--- config.mk ---
export PLATFORM = sky130hd
export DESIGN_NAME = pll_queue
export DESIGN_NICKNAME = d
export VERILOG_FILES = /design/src/rtl/pll_pkg.sv /design/src/rtl/pll_queue.sv
export SDC_FILE = /design/constraint.sdc
export NUM_CORES = 1
export LEC_CHECK = 0
export BUFFER_PORTS_ARGS = -buffer_cell sky130_fd_sc_hd__buf_4
export CAP_MARGIN = 5
export CORE_MARGIN = 2
export CORE_UTILIZATION = 50
export CTS_CLUSTER_DIAMETER = 200
export CTS_CLUSTER_SIZE = 30
export DETAILED_ROUTE_END_ITERATION = 8
export GPL_TIMING_DRIVEN = 0
export PLACE_DENSITY_LB_ADDON = 0.25
export REMOVE_ABC_BUFFERS = 1
export SLEW_MARGIN = 20
export SYNTH_ARGS = -nofsm -noshare
export SYNTH_HDL_FRONTEND = slang
export SYNTH_SLANG_ARGS = --single-unit
--- constraint.sdc ---
create_clock -name clock -period 11.4 [get_ports clock]
set_input_delay 1.71 -clock clock [delete_from_list [all_inputs] [get_ports clock]]
set_output_delay 1.71 -clock clock [all_outputs]
set_load 0.1 [all_outputs]
--- src/rtl/pll_pkg.sv ---
`default_nettype none

package pll_pkg;

   localparam int RAW_W   = 17;   // difference of two Q8.8 coordinates
   localparam int MAG_W   = 16;   // magnitude of a raw component
   localparam int SQ_W    = 34;   // sum of three squared magnitudes
   localparam int LEN_W   = 17;   // integer square root of SQ_W bits
   localparam int COORD_W = 16;
   localparam int COLOR_W = 8;
   localparam int OUT_W   = 16;
   localparam int SHIN_W  = 8;
   localparam int LT_W    = 24;   // color * intensity in Q8.8
   localparam int TK_W    = 32;   // light strength times material factor
   localparam int TERM_W  = 33;
   localparam int ACC_W   = 35;

   localparam int QUEUE_DEPTH = 4;
   localparam int QPTR_W      = 2;
   localparam int QCNT_W      = 3;

   typedef enum logic [2:0] {
      REG_LIGHT_POS     = 3'd0,
      REG_CAMERA_POS    = 3'd1,
      REG_LIGHT_COLOR   = 3'd2,
      REG_LIGHT_INT     = 3'd3,
      REG_AMBIENT_COLOR = 3'd4,
      REG_AMBIENT_INT   = 3'd5,
      REG_MATERIAL      = 3'd6,
      REG_SHININESS     = 3'd7
   } csr_index_type;

   typedef logic [RAW_W-1:0] raw_type;

   typedef struct packed {
      raw_type [2:0]              nr;
      raw_type [2:0]              lr;
      raw_type [2:0]              vr;
      logic [2:0][COLOR_W-1:0]    rgb;
   } frag_type;

   typedef struct packed {
      logic [47:0]       light_position;
      logic [47:0]       camera_position;
      logic [47:0]       light_color;
      logic [15:0]       light_intensity;
      logic [47:0]       ambient_color;
      logic [15:0]       ambient_intensity;
      logic [31:0]       material_factors;
      logic [SHIN_W-1:0] shininess;
   } cfg_type;

   localparam cfg_type CFG_RESET = '{
      light_position:    48'd0,
      camera_position:   48'd0,
      light_color:       48'd0,
      light_intensity:   16'd256,
      ambient_color:     48'd0,
      ambient_intensity: 16'd0,
      material_factors:  32'h0100_0100,
      shininess:         8'd32
   };

   // channel 0 is x or r in the top bits
   function automatic logic [15:0] chan16(input logic [47:0] v, input int c);
      logic [15:0] res;
      case (c)
         0:       res = v[47:32];
         1:       res = v[31:16];
         default: res = v[15:0];
      endcase
      return res;
   endfunction

endpackage

`default_nettype wire

--- src/rtl/pll_queue.sv ---
`default_nettype none

module pll_queue (
   input  logic              clock,
   input  logic              reset,
   input  pll_pkg::frag_type push_data,
   input  logic              push_vld,
   output logic              push_rdy,
   output pll_pkg::frag_type pop_data,
   output logic              pop_vld,
   input  logic              pop_rdy
);
   import pll_pkg::*;

   frag_type            q_ff [QUEUE_DEPTH];
   logic [QPTR_W-1:0]   wr_ptr_ff, rd_ptr_ff;
   logic [QCNT_W-1:0]   cnt_ff, cnt_in;
   logic                push, pop;

   assign push_rdy = cnt_ff != QCNT_W'(QUEUE_DEPTH);
   assign pop_vld  = cnt_ff != '0;
   assign pop_data = q_ff[rd_ptr_ff];
   assign push     = push_vld && push_rdy;
   assign pop      = pop_vld && pop_rdy;

   always_comb begin
      cnt_in = cnt_ff;
      if (push && !pop) begin
         cnt_in = cnt_ff + QCNT_W'(1);
      end else if (pop && !push) begin
         cnt_in = cnt_ff - QCNT_W'(1);
      end
   end

   always_ff @(posedge clock) begin
      if (reset) begin
         wr_ptr_ff <= '0;
         rd_ptr_ff <= '0;
         cnt_ff    <= '0;
      end else begin
         if (push) begin
            wr_ptr_ff <= wr_ptr_ff + QPTR_W'(1);
         end
         if (pop) begin
            rd_ptr_ff <= rd_ptr_ff + QPTR_W'(1);
         end
         cnt_ff <= cnt_in;
      end
   end

   always_ff @(posedge clock) begin
      if (push) begin
         q_ff[wr_ptr_ff] <= push_data;
      end
   end

endmodule

`default_nettype wire

==> results.py <==
metrics = {
    "synthesis": {
        "synth-compound-area-share": 0.00144,
        "synth_xor_xnor_area_share": 0.00135,
        "ys_seq_area_frac": 0.824,
        "synth-simple-area-share": 0.00322,
        "avgSynthCellArea_sq_um": 26.7,
        "synth_top_family_by_area": "multiplexers",
        "synthTopCellsByArea": "edfxtp_1 (82%), mux4_2 (15%), dfxtp_1 (0.69%), buf_6 (0.69%), buf_2 (0.37%)",
        "synth_mux_area_frac": 0.154,
        "yosys_warnings": 0,
        "yosysTopAreaCellShare": 0.818,
        "synth-adder-area-share": 0.00318,
        "synth_area_leader_cell": "edfxtp_1",
        "syn_inst": 973,
        "ys_seq_elements": 717,
        "syn-cell-area_sq_um": 26000,
        "ys_types": 22,
    },
    "sta": {
        "hold_viol_final": 0,
        "skew_ps": 11.2,
        "final_max_slew_viol_count": 0,
        "slew_headroom": 0.514,
        "period_needed_ps": 4610,
        "worstMarginPinSlew_ps": 729,
        "max_freq_mhz": 217,
        "layout_worst_path_cycle_share": 0.404,
        "finalSetupViolations": 0,
        "rsz0062_at_grt": "no",
    },
    "detailed_routing": {
        "drtAntennaViolNets": 0,
        "avgRoutedWirePerCell_microns": 23.7,
        "drt_wl_total_microns": 48400,
        "num_vias": 11100,
        "drt_iter0_markers": 640,
        "firstDrtPassIters": 5,
        "via_per_inst": 5.45,
        "remaining_drc_errors": 0,
    },
    "cells_and_area": {
        "finalNetCount": 1534,
        "final_cell_mix": "edfxtp_1 (708), buf_4 (359), mux4_2 (177)",
        "diodes": 0,
        "area_growth_pct": 17.8,
        "final_layout_size_suffix_gt1_frac": 0.442,
        "stdcell_count": 2036,
        "regArea_sq_um": 21400,
        "multi_input_area_sq_um": 4270,
        "final_common_cell": "edfxtp_1",
        "fill_cells": 3616,
    },
    "floorplan": {
        "core_sq_um": 51400,
        "dieArea_sq_um": 53900,
        "chipWidth_microns": 232,
        "die_h_microns": 232,
        "rows": 83,
        "ioPinCount": 360,
        "start_util": 0.506,
    },
    "setup_path": {
        "required_ps": 9690,
        "cp_cell_sequence": "buf_12 > buf_12 > buf_12 > mux4_2 > buf_4",
        "crit_slowest_cell": "dfxtp_4",
        "worstPathArrival_ps": 2900,
        "crit_buf_inv": 4,
        "crit_cells": 5,
        "critPathCaptureType": "output pin",
        "critPathMaxFanout": 26,
        "critPathMaxStageDelay_ps": 620,
        "cp_common_cell": "buf_12",
        "critical-path-top-delay-family": "buffers and inverters",
        "critPathKind": "reg -> out",
        "critPathLaunchType": "flop",
        "worst-r2r-cell-count": 5,
    },
    "global_route": {
        "met3_usage": 0.0447,
        "antenna_found_initial": 4,
        "grt_pass1_vias": 11500,
        "grt_util_met2": 0.294,
        "track_usage": 0.178,
        "grt_overflow": 0,
        "grt_max_degree": 45,
        "grt_pass1_wl_microns": 71700,
        "met1_usage": 0.241,
        "top_usage_layer": "met2",
    },
    "clock_network": {
        "clkSinkCount": 717,
        "ctsHoldBuffers": 0,
        "cts_buffers": 27,
        "cts_tree": "done",
        "post_cts_resized": 0,
        "root_buffer": "clkbuf_16",
        "clk_pin_slew_ps": 110,
        "clockBufferDepth": 3,
        "htree_levels": 1,
        "clock_latency_ps": 600,
        "post_cts_buffers": 0,
    },
    "place": {
        "place_congestion": 0.718,
        "hpwl_microns": 31000,
        "numPortBuffers": 359,
        "dp.cells": 1998,
    },
    "min_path": {
        "hold_class": "reg -> reg",
        "hold_depth": 2,
    },
    "run": {
        "drv_cap": 0,
    },
    "outcome": {
        "run_status": "completed",
    },
}
[per-stage QoR]
step | hold slack (ps) | util | setup TNS [ps] | worst slack, ps | area (sq um)
after CTS | 538 | 0.596 | 0 | 6660 | 30600
after floorplan | 481 | - | 0 | 1210 | 25700
after detailed placement | 512 | 0.582 | 0 | 7340 | 29900
after global routing | 572 | 0.596 | 0 | 6570 | 30600
final | 530 | 0.596 | 0 | 6790 | 30600
after global placement | 499 | 0.569 | -414670 | -2420 | 29300
[worst min-delay path, delay by kind of cell, from the launching register on]
kind,cells,cell delay [ps]
flops,1,350
mux,1,60
simple gates,1,80
[Yosys cell counts (all sizes together)]
cell type,count
fa,1
dfxtp,9
nand2b,2
a21oi,1
ha,5
mux2i,2
mux4,177
edfxtp,708
buf,35
or3,2
and2,4
a21boi,1
nand2,1
nor2,8
inv,3
clkbuf,6
mux2,1
o21ai,1
o311ai,1
o31ai,1
xor2,4
[area by class of cell]
| type | count | share of cell area |
|---|---|---|
| flip-flops and latches | 717 | 0.700 |
| multi-input cells | 212 | 0.139 |
| inverters | 3 | 0.000368 |
| clock inverters | 2 | 0.000449 |
| clock buffers | 36 | 0.0232 |
| well taps | 680 | 0.0278 |
| repair buffers | 386 | 0.109 |
[cells by family after synthesis]
logic type,Yosys count
AOI/OAI and AO/OA,5
xor gates and xnor gates,4
adders and majority gates,6
buffers and inverters,44
DFF,717
muxes,180
and+or+nand+nor,17
[path summary, 6_finish.rpt]
check          startpoint  slack (ps)            to
min          wr_ptr_ff[1]         530  wr_ptr_ff[1]
min reg2reg  wr_ptr_ff[1]         530  wr_ptr_ff[1]
max reg2reg     cnt_ff[0]        8870   q_ff[1][47]
max                  flop        6790  pop_data[56]
[sequential cells by signal, summed over array words and instances, names as in the netlist, named ones only]
name and count:
cnt_ff 3, q_ff 708, rd_ptr_ff 2, wr_ptr_ff 2
[per-layer routing]
layer,part of all wire,vias to the layer above
li1,-,4908
met1,0.41,5848
met2,0.50,269
met3,0.063,62
met4,0.026,10
met5,0.0020,-
Power is not shown: default switching activity piles up to over one toggle a cycle in this logic, so the estimate is an artifact.
