<file path="src/rtl/pll_pkg.sv">
`default_nettype none

package pll_pkg;

   localparam int RAW_W   = 17;   // difference of two Q8.8 coordinates
   localparam int MAG_W   = 16;   // magnitude of a raw component
   localparam int SQ_W    = 34;   // sum of three squared magnitudes
   localparam int LEN_W   = 17;   // integer square root of SQ_W bits
   localparam int COORD_W = 16;
   localparam int COLOR_W = 8;
   localparam int OUT_W   = 16;
   localparam int SHIN_W  = 8;
   localparam int LT_W    = 24;   // color * intensity in Q8.8
   localparam int TK_W    = 32;   // light strength times material factor
   localparam int TERM_W  = 33;
   localparam int ACC_W   = 35;

   localparam int QUEUE_DEPTH = 4;
   localparam int QPTR_W      = 2;
   localparam int QCNT_W      = 3;

   typedef enum logic [2:0] {
      REG_LIGHT_POS     = 3'd0,
      REG_CAMERA_POS    = 3'd1,
      REG_LIGHT_COLOR   = 3'd2,
      REG_LIGHT_INT     = 3'd3,
      REG_AMBIENT_COLOR = 3'd4,
      REG_AMBIENT_INT   = 3'd5,
      REG_MATERIAL      = 3'd6,
      REG_SHININESS     = 3'd7
   } csr_index_type;

   typedef logic [RAW_W-1:0] raw_type;

   typedef struct packed {
      raw_type [2:0]              nr;
      raw_type [2:0]              lr;
      raw_type [2:0]              vr;
      logic [2:0][COLOR_W-1:0]    rgb;
   } frag_type;

   typedef struct packed {
      logic [47:0]       light_position;
      logic [47:0]       camera_position;
      logic [47:0]       light_color;
      logic [15:0]       light_intensity;
      logic [47:0]       ambient_color;
      logic [15:0]       ambient_intensity;
      logic [31:0]       material_factors;
      logic [SHIN_W-1:0] shininess;
   } cfg_type;

   localparam cfg_type CFG_RESET = '{
      light_position:    48'd0,
      camera_position:   48'd0,
      light_color:       48'd0,
      light_intensity:   16'd256,
      ambient_color:     48'd0,
      ambient_intensity: 16'd0,
      material_factors:  32'h0100_0100,
      shininess:         8'd32
   };

   // channel 0 is x or r in the top bits
   function automatic logic [15:0] chan16(input logic [47:0] v, input int c);
      logic [15:0] res;
      case (c)
         0:       res = v[47:32];
         1:       res = v[31:16];
         default: res = v[15:0];
      endcase
      return res;
   endfunction

endpackage

`default_nettype wire

</file>
<file path="src/rtl/pll_ifs.sv">
`default_nettype none

interface pll_req_if;
   logic               valid;
   logic               ready;
   logic signed [15:0] pos_x;
   logic signed [15:0] pos_y;
   logic signed [15:0] pos_z;
   logic signed [15:0] norm_x;
   logic signed [15:0] norm_y;
   logic signed [15:0] norm_z;
   logic [7:0]         base_r;
   logic [7:0]         base_g;
   logic [7:0]         base_b;

   modport source (output valid, pos_x, pos_y, pos_z, norm_x, norm_y, norm_z,
                   base_r, base_g, base_b, input ready);
   modport sink (input valid, pos_x, pos_y, pos_z, norm_x, norm_y, norm_z,
                 base_r, base_g, base_b, output ready);
endinterface


`default_nettype wire

</file>
<file path="src/rtl/pll_front.sv">
`default_nettype none

module pll_front (
   input  logic              clock,
   input  logic              reset,
   pll_req_if.sink           req,
   input  pll_pkg::cfg_type  cfg,
   output pll_pkg::frag_type frag_o,
   output logic              frag_vld_o,
   input  logic              frag_rdy_i
);
   import pll_pkg::*;

   logic     vld_ff, vld_in;
   frag_type frag_ff, frag_in;
   logic     accept;

   logic signed [COORD_W-1:0] pos [3];
   logic signed [COORD_W-1:0] nrm [3];

   assign pos[0] = req.pos_x;
   assign pos[1] = req.pos_y;
   assign pos[2] = req.pos_z;
   assign nrm[0] = req.norm_x;
   assign nrm[1] = req.norm_y;
   assign nrm[2] = req.norm_z;

   assign req.ready = !vld_ff || frag_rdy_i;
   assign accept    = req.valid && req.ready;

   // rays from the fragment toward light and camera, one bit wider
   always_comb begin
      for (int i = 0; i < 3; i++) begin
         frag_in.nr[i] = RAW_W'(nrm[i]);
         frag_in.lr[i] = RAW_W'($signed(chan16(cfg.light_position, i))) - RAW_W'(pos[i]);
         frag_in.vr[i] = RAW_W'($signed(chan16(cfg.camera_position, i))) - RAW_W'(pos[i]);
      end
      frag_in.rgb[0] = req.base_r;
      frag_in.rgb[1] = req.base_g;
      frag_in.rgb[2] = req.base_b;
   end

   always_comb begin
      if (accept) begin
         vld_in = 1'b1;
      end else if (frag_rdy_i) begin
         vld_in = 1'b0;
      end else begin
         vld_in = vld_ff;
      end
   end

   always_ff @(posedge clock) begin
      if (reset) begin
         vld_ff <= 1'b0;
      end else begin
         vld_ff <= vld_in;
      end
   end

   always_ff @(posedge clock) begin
      if (accept) begin
         frag_ff <= frag_in;
      end
   end

   assign frag_o     = frag_ff;
   assign frag_vld_o = vld_ff;

endmodule

`default_nettype wire

</file>
<file path="src/flat_wrapper.sv">
// flat-port wrapper written by rule: the top's interface ports become plain ports
module pll_front_flat import pll_pkg::*;
  (clock, reset, cfg, frag_o, frag_vld_o, frag_rdy_i, req_valid, req_pos_x, req_pos_y, req_pos_z, req_norm_x, req_norm_y, req_norm_z, req_base_r, req_base_g, req_base_b, req_ready);
  pll_req_if req_i ();
  input  logic clock;
  input  logic reset;
  input  pll_pkg::cfg_type cfg;
  output pll_pkg::frag_type frag_o;
  output logic frag_vld_o;
  input  logic frag_rdy_i;
  input wire logic [$bits(req_i.valid)-1:0] req_valid;
  input wire logic [$bits(req_i.pos_x)-1:0] req_pos_x;
  input wire logic [$bits(req_i.pos_y)-1:0] req_pos_y;
  input wire logic [$bits(req_i.pos_z)-1:0] req_pos_z;
  input wire logic [$bits(req_i.norm_x)-1:0] req_norm_x;
  input wire logic [$bits(req_i.norm_y)-1:0] req_norm_y;
  input wire logic [$bits(req_i.norm_z)-1:0] req_norm_z;
  input wire logic [$bits(req_i.base_r)-1:0] req_base_r;
  input wire logic [$bits(req_i.base_g)-1:0] req_base_g;
  input wire logic [$bits(req_i.base_b)-1:0] req_base_b;
  output wire logic [$bits(req_i.ready)-1:0] req_ready;
  assign req_i.valid = req_valid;
  assign req_i.pos_x = req_pos_x;
  assign req_i.pos_y = req_pos_y;
  assign req_i.pos_z = req_pos_z;
  assign req_i.norm_x = req_norm_x;
  assign req_i.norm_y = req_norm_y;
  assign req_i.norm_z = req_norm_z;
  assign req_i.base_r = req_base_r;
  assign req_i.base_g = req_base_g;
  assign req_i.base_b = req_base_b;
  assign req_ready = req_i.ready;
  pll_front u_core (.clock(clock), .reset(reset), .req(req_i), .cfg(cfg), .frag_o(frag_o), .frag_vld_o(frag_vld_o), .frag_rdy_i(frag_rdy_i));
endmodule
</file>
<file path="config.mk">
export PLATFORM = sky130hd
export DESIGN_NAME = pll_front_flat
export DESIGN_NICKNAME = d
export VERILOG_FILES = /design/src/rtl/pll_pkg.sv /design/src/rtl/pll_ifs.sv /design/src/rtl/pll_front.sv /design/src/flat_wrapper.sv
export SDC_FILE = /design/constraint.sdc
export NUM_CORES = 1
export LEC_CHECK = 0
export BUFFER_PORTS_ARGS = -buffer_cell sky130_fd_sc_hd__buf_4
export CAP_MARGIN = 20
export CORE_AREA = 2 2 217 219
export CTS_CLUSTER_SIZE = 30
export DETAILED_ROUTE_END_ITERATION = 6
export DIE_AREA = 0 0 219 221
export GPL_ROUTABILITY_DRIVEN = 0
export MAX_ROUTING_LAYER = met4
export PLACE_DENSITY = 0.51
export SKIP_CTS_REPAIR_TIMING = 1
export SYNTH_ARGS = -nofsm -noshare
export SYNTH_HDL_FRONTEND = slang
export SYNTH_SLANG_ARGS = --single-unit
</file>
<file path="constraint.sdc">
create_clock -name clock -period 4.5 [get_ports clock]
set_input_delay 0.225 -clock clock [delete_from_list [all_inputs] [get_ports clock]]
set_output_delay 0.225 -clock clock [all_outputs]
set_load 0.01 [all_outputs]
</file>
==> reports/metrics.csv <==
metric,value,unit
status,"complete, no violations",
clock_sink_count,175,
hold_path_class,input port to register,
crit_path_end_kind,register,
ys_seq_area_frac,0.513,
p_leak,6.69,nW
critPathArrivalTime,2610,ps
ios,567,
routed_wl,35600,um
cp-startpoint,req_pos_y[0],
firstDrtPassIters,5,
max_clock_freq,419,MHz
maxCapViolations,0,
power,4.97,mW
crit_required,4720,ps
synth_edf_count,174,
synth_flop_cell,edfxtp_1,
grt_max_degree,175,
slew_headroom,0.234,
timing.rr.start,u_core.frag_vld_o$_SDFFE_PP0P_,
reg2reg_depth,3,
irDropWorstVdd,268,uV
clkPwrFrac,0.312,
worstSetupStartpointType,input port,
antenna_found_initial,5,
pwr-share-seq,0.415,
port_buffers,398,
synth_top_family_by_area,compound AO/OA/AOI/OAI gates,
critPathCapture,u_core.frag_o[57]$_DFFE_PP_,
path_class,input port to register,
synth_compound_area_frac,0.158,
drc_errors,0,
synth_top_area_frac,0.511,
muxShareOfSynthArea,0.00404,
synth_cell_type_count,71,
grt_pass1_wl,51300,um
syn_nets,1388,
syn2layout_area_growth,49.4,%
power.internal,3.46,mW
cp_max_fo,4,
cts_root_buf,clkbuf_16,
via_per_inst,4.40,
synthCells,898,
worstHoldStart,req_pos_z[0],
grt_usage,0.149,
htreeDepth,4,
gr-total-overflow,0,
die_area,48400,um2
synth_simple_gate_area_frac,0.0955,
die_h,221,um
fp.coreArea,46100,um2
layout_min_cycle_time,2390,ps
grt_pass1_vias,8512,
start_util,0.222,
drt_iter0_drc,431,
power_switching,1.51,mW
postRouteAntennaNets,0,
synth-xor-area-share,0.0557,
finalHoldViolations,0,
synth_area_leaders,"edfxtp_1, ha_1, xnor2_1",
swShare,0.304,
die_width,219,um
cts_tree,built,
synth_area_per_cell,11.4,um2
synthAdderAreaFrac,0.129,
cts_buffers,17,
drive_gt1_frac,0.321,
fin_worst_skew,14.4,ps
clock_path_buffers,2,
path_clk_slew,70,ps
wl_per_cell,17.8,um
finalSetupViolations,0,
synth-seq-cells,175,
fin_crit_sh,0.530,
yosys.area.top_type,edfxtp_1,
floorplan.rows,79,
worstMarginPinSlew,1150,ps
clk_latency,490,ps
routed-via-count,8788,
synth_area,10200,um2
yosysWarnings,0,
reg2reg_to,u_core.frag_o[49]$_DFFE_PP_,
power_density,326,nW/um2
grt_setup_unrepaired,false,
comb_power_share,0.273,
slew_viol_final,0,
final_nets,1866,
async_reset_ff_frac,0,
hpwl,28400,um
r2r_setup_slack,2570,ps
setup-tns-final,0,ps
## how the worst min path moves through the flow
stage | cells past startpoint | slack [ps] | end
after floorplan | 1 | 290 | u_core.frag_vld_o$_SDFFE_PP0P_
after global placement | 2 | 390 | u_core.frag_vld_o$_SDFFE_PP0P_
after detailed placement | 2 | 400 | u_core.frag_vld_o$_SDFFE_PP0P_
after CTS | 2 | -170 | u_core.frag_vld_o$_SDFFE_PP0P_
after global routing | 3 | 110 | u_core.frag_o[41]$_DFFE_PP_
final | 3 | 130 | u_core.frag_o[109]$_DFFE_PP_
## cell type report
type / count / area [um2]
Fill cell: 4711 / 30800
Antenna cell: 3 / 7.51
Inverter: 101 / 379
Timing Repair Buffer: 474 / 3760
Clock buffer: 17 / 425
Tap cell: 607 / 759
Multi-Input combinational cell: 607 / 4530
Sequential cell: 175 / 5250
Clock inverter: 15 / 168
## state kept, by name, summed over array words and instances, names as in the netlist
name               flops
u_core.frag_o        174
u_core.frag_vld_o      1
## logic make-up (layout without fill, tap and decap cells)
| group | after synthesis | after routing |
|---|---|---|
| compound gates | 243 | 243 |
| simple gates | 193 | 193 |
| flops | 175 | 175 |
| buf+inv | 116 | 607 |
| fa+ha+maj | 102 | 102 |
| xor+xnor | 65 | 65 |
| mux | 4 | 4 |
| other cells | 0 | 3 |
## through the flow
stage               hold slack (ps)  area, um2  setup WS (ps)   util  std cells
floorplan                       294      10200           1400      -        898
global placement                394      13900           1630  0.302       1890
detailed placement              397      13900           1630  0.302       1890
CTS                            -175      14500           2150  0.315       1922
global route                    112      15300           1880  0.331       1999
finish                          129      15300           2110  0.331       1999
## placed cells by master (no fill, tap or decap), types with 8 or more instances in the layout
cell,Yosys,final
buf_4,3,399
edfxtp_1,174,174
inv_1,101,101
ha_1,96,96
dlygate4sd3_1,0,74
a21oi_1,64,64
nor2_1,50,50
xnor2_1,46,46
o21ai_0,44,44
nand2_1,41,41
a21o_1,21,21
o21a_1,19,19
xor2_1,19,19
nor2b_1,18,18
nor3_1,18,18
clkbuf_16,0,17
nand3_1,15,15
a31oi_1,11,11
a211oi_1,10,10
o21bai_1,8,8
## synthesized netlist by cell type (4+ instances only)
cell type,count
o31ai_1,7
o22ai_1,6
or3_1,7
and3_1,4
a31oi_1,11
xor2_1,19
or2_2,5
nand3b_1,6
nor2_1,50
a21o_1,21
o21ai_1,4
o2111ai_1,5
nand3_1,15
fa_1,6
inv_1,101
and2_1,6
o21ai_0,44
nand2_1,41
nor3_1,18
o21a_1,19
clkbuf_1,11
o21bai_1,8
a211o_1,4
nor2b_1,18
xnor2_1,46
ha_1,96
edfxtp_1,174
nand4_1,6
a21oi_1,64
nand2b_1,5
a211oi_1,10
o31a_1,4
## per-layer routing
layer	track usage	share of wire	up-vias
met3	0.0722	0.11	30
met5	-	0	-
met4	0.0480	0.015	0
met1	0.168	0.42	4095
li1	-	-	4300
met2	0.230	0.45	363
## power by group through the flow
| stage | Combinational, mW | Sequential, mW | Clock [mW] |
|---|---|---|---|
| 2_1_floorplan | 0.618 | 2.18 | 0 |
| 3_3_place_gp | 1.30 | 2.10 | 0 |
| 3_5_place_dp | 1.31 | 2.10 | 0 |
| 4_1_cts | 1.32 | 2.07 | 1.64 |
| 5_1_grt | 1.49 | 2.08 | 1.68 |
| 6_report | 1.36 | 2.06 | 1.55 |
## worst max-delay path, cell delays in order
cell and delay, ps:
buf_4 120, ha_1 220, fa_1 410, nor2b_1 130
o21ai_0 110, a21oi_1 430, o21ai_0 250, o41ai_1 560
a31oi_1 160
No activity file was read; power rests on OpenSTA's default activity.
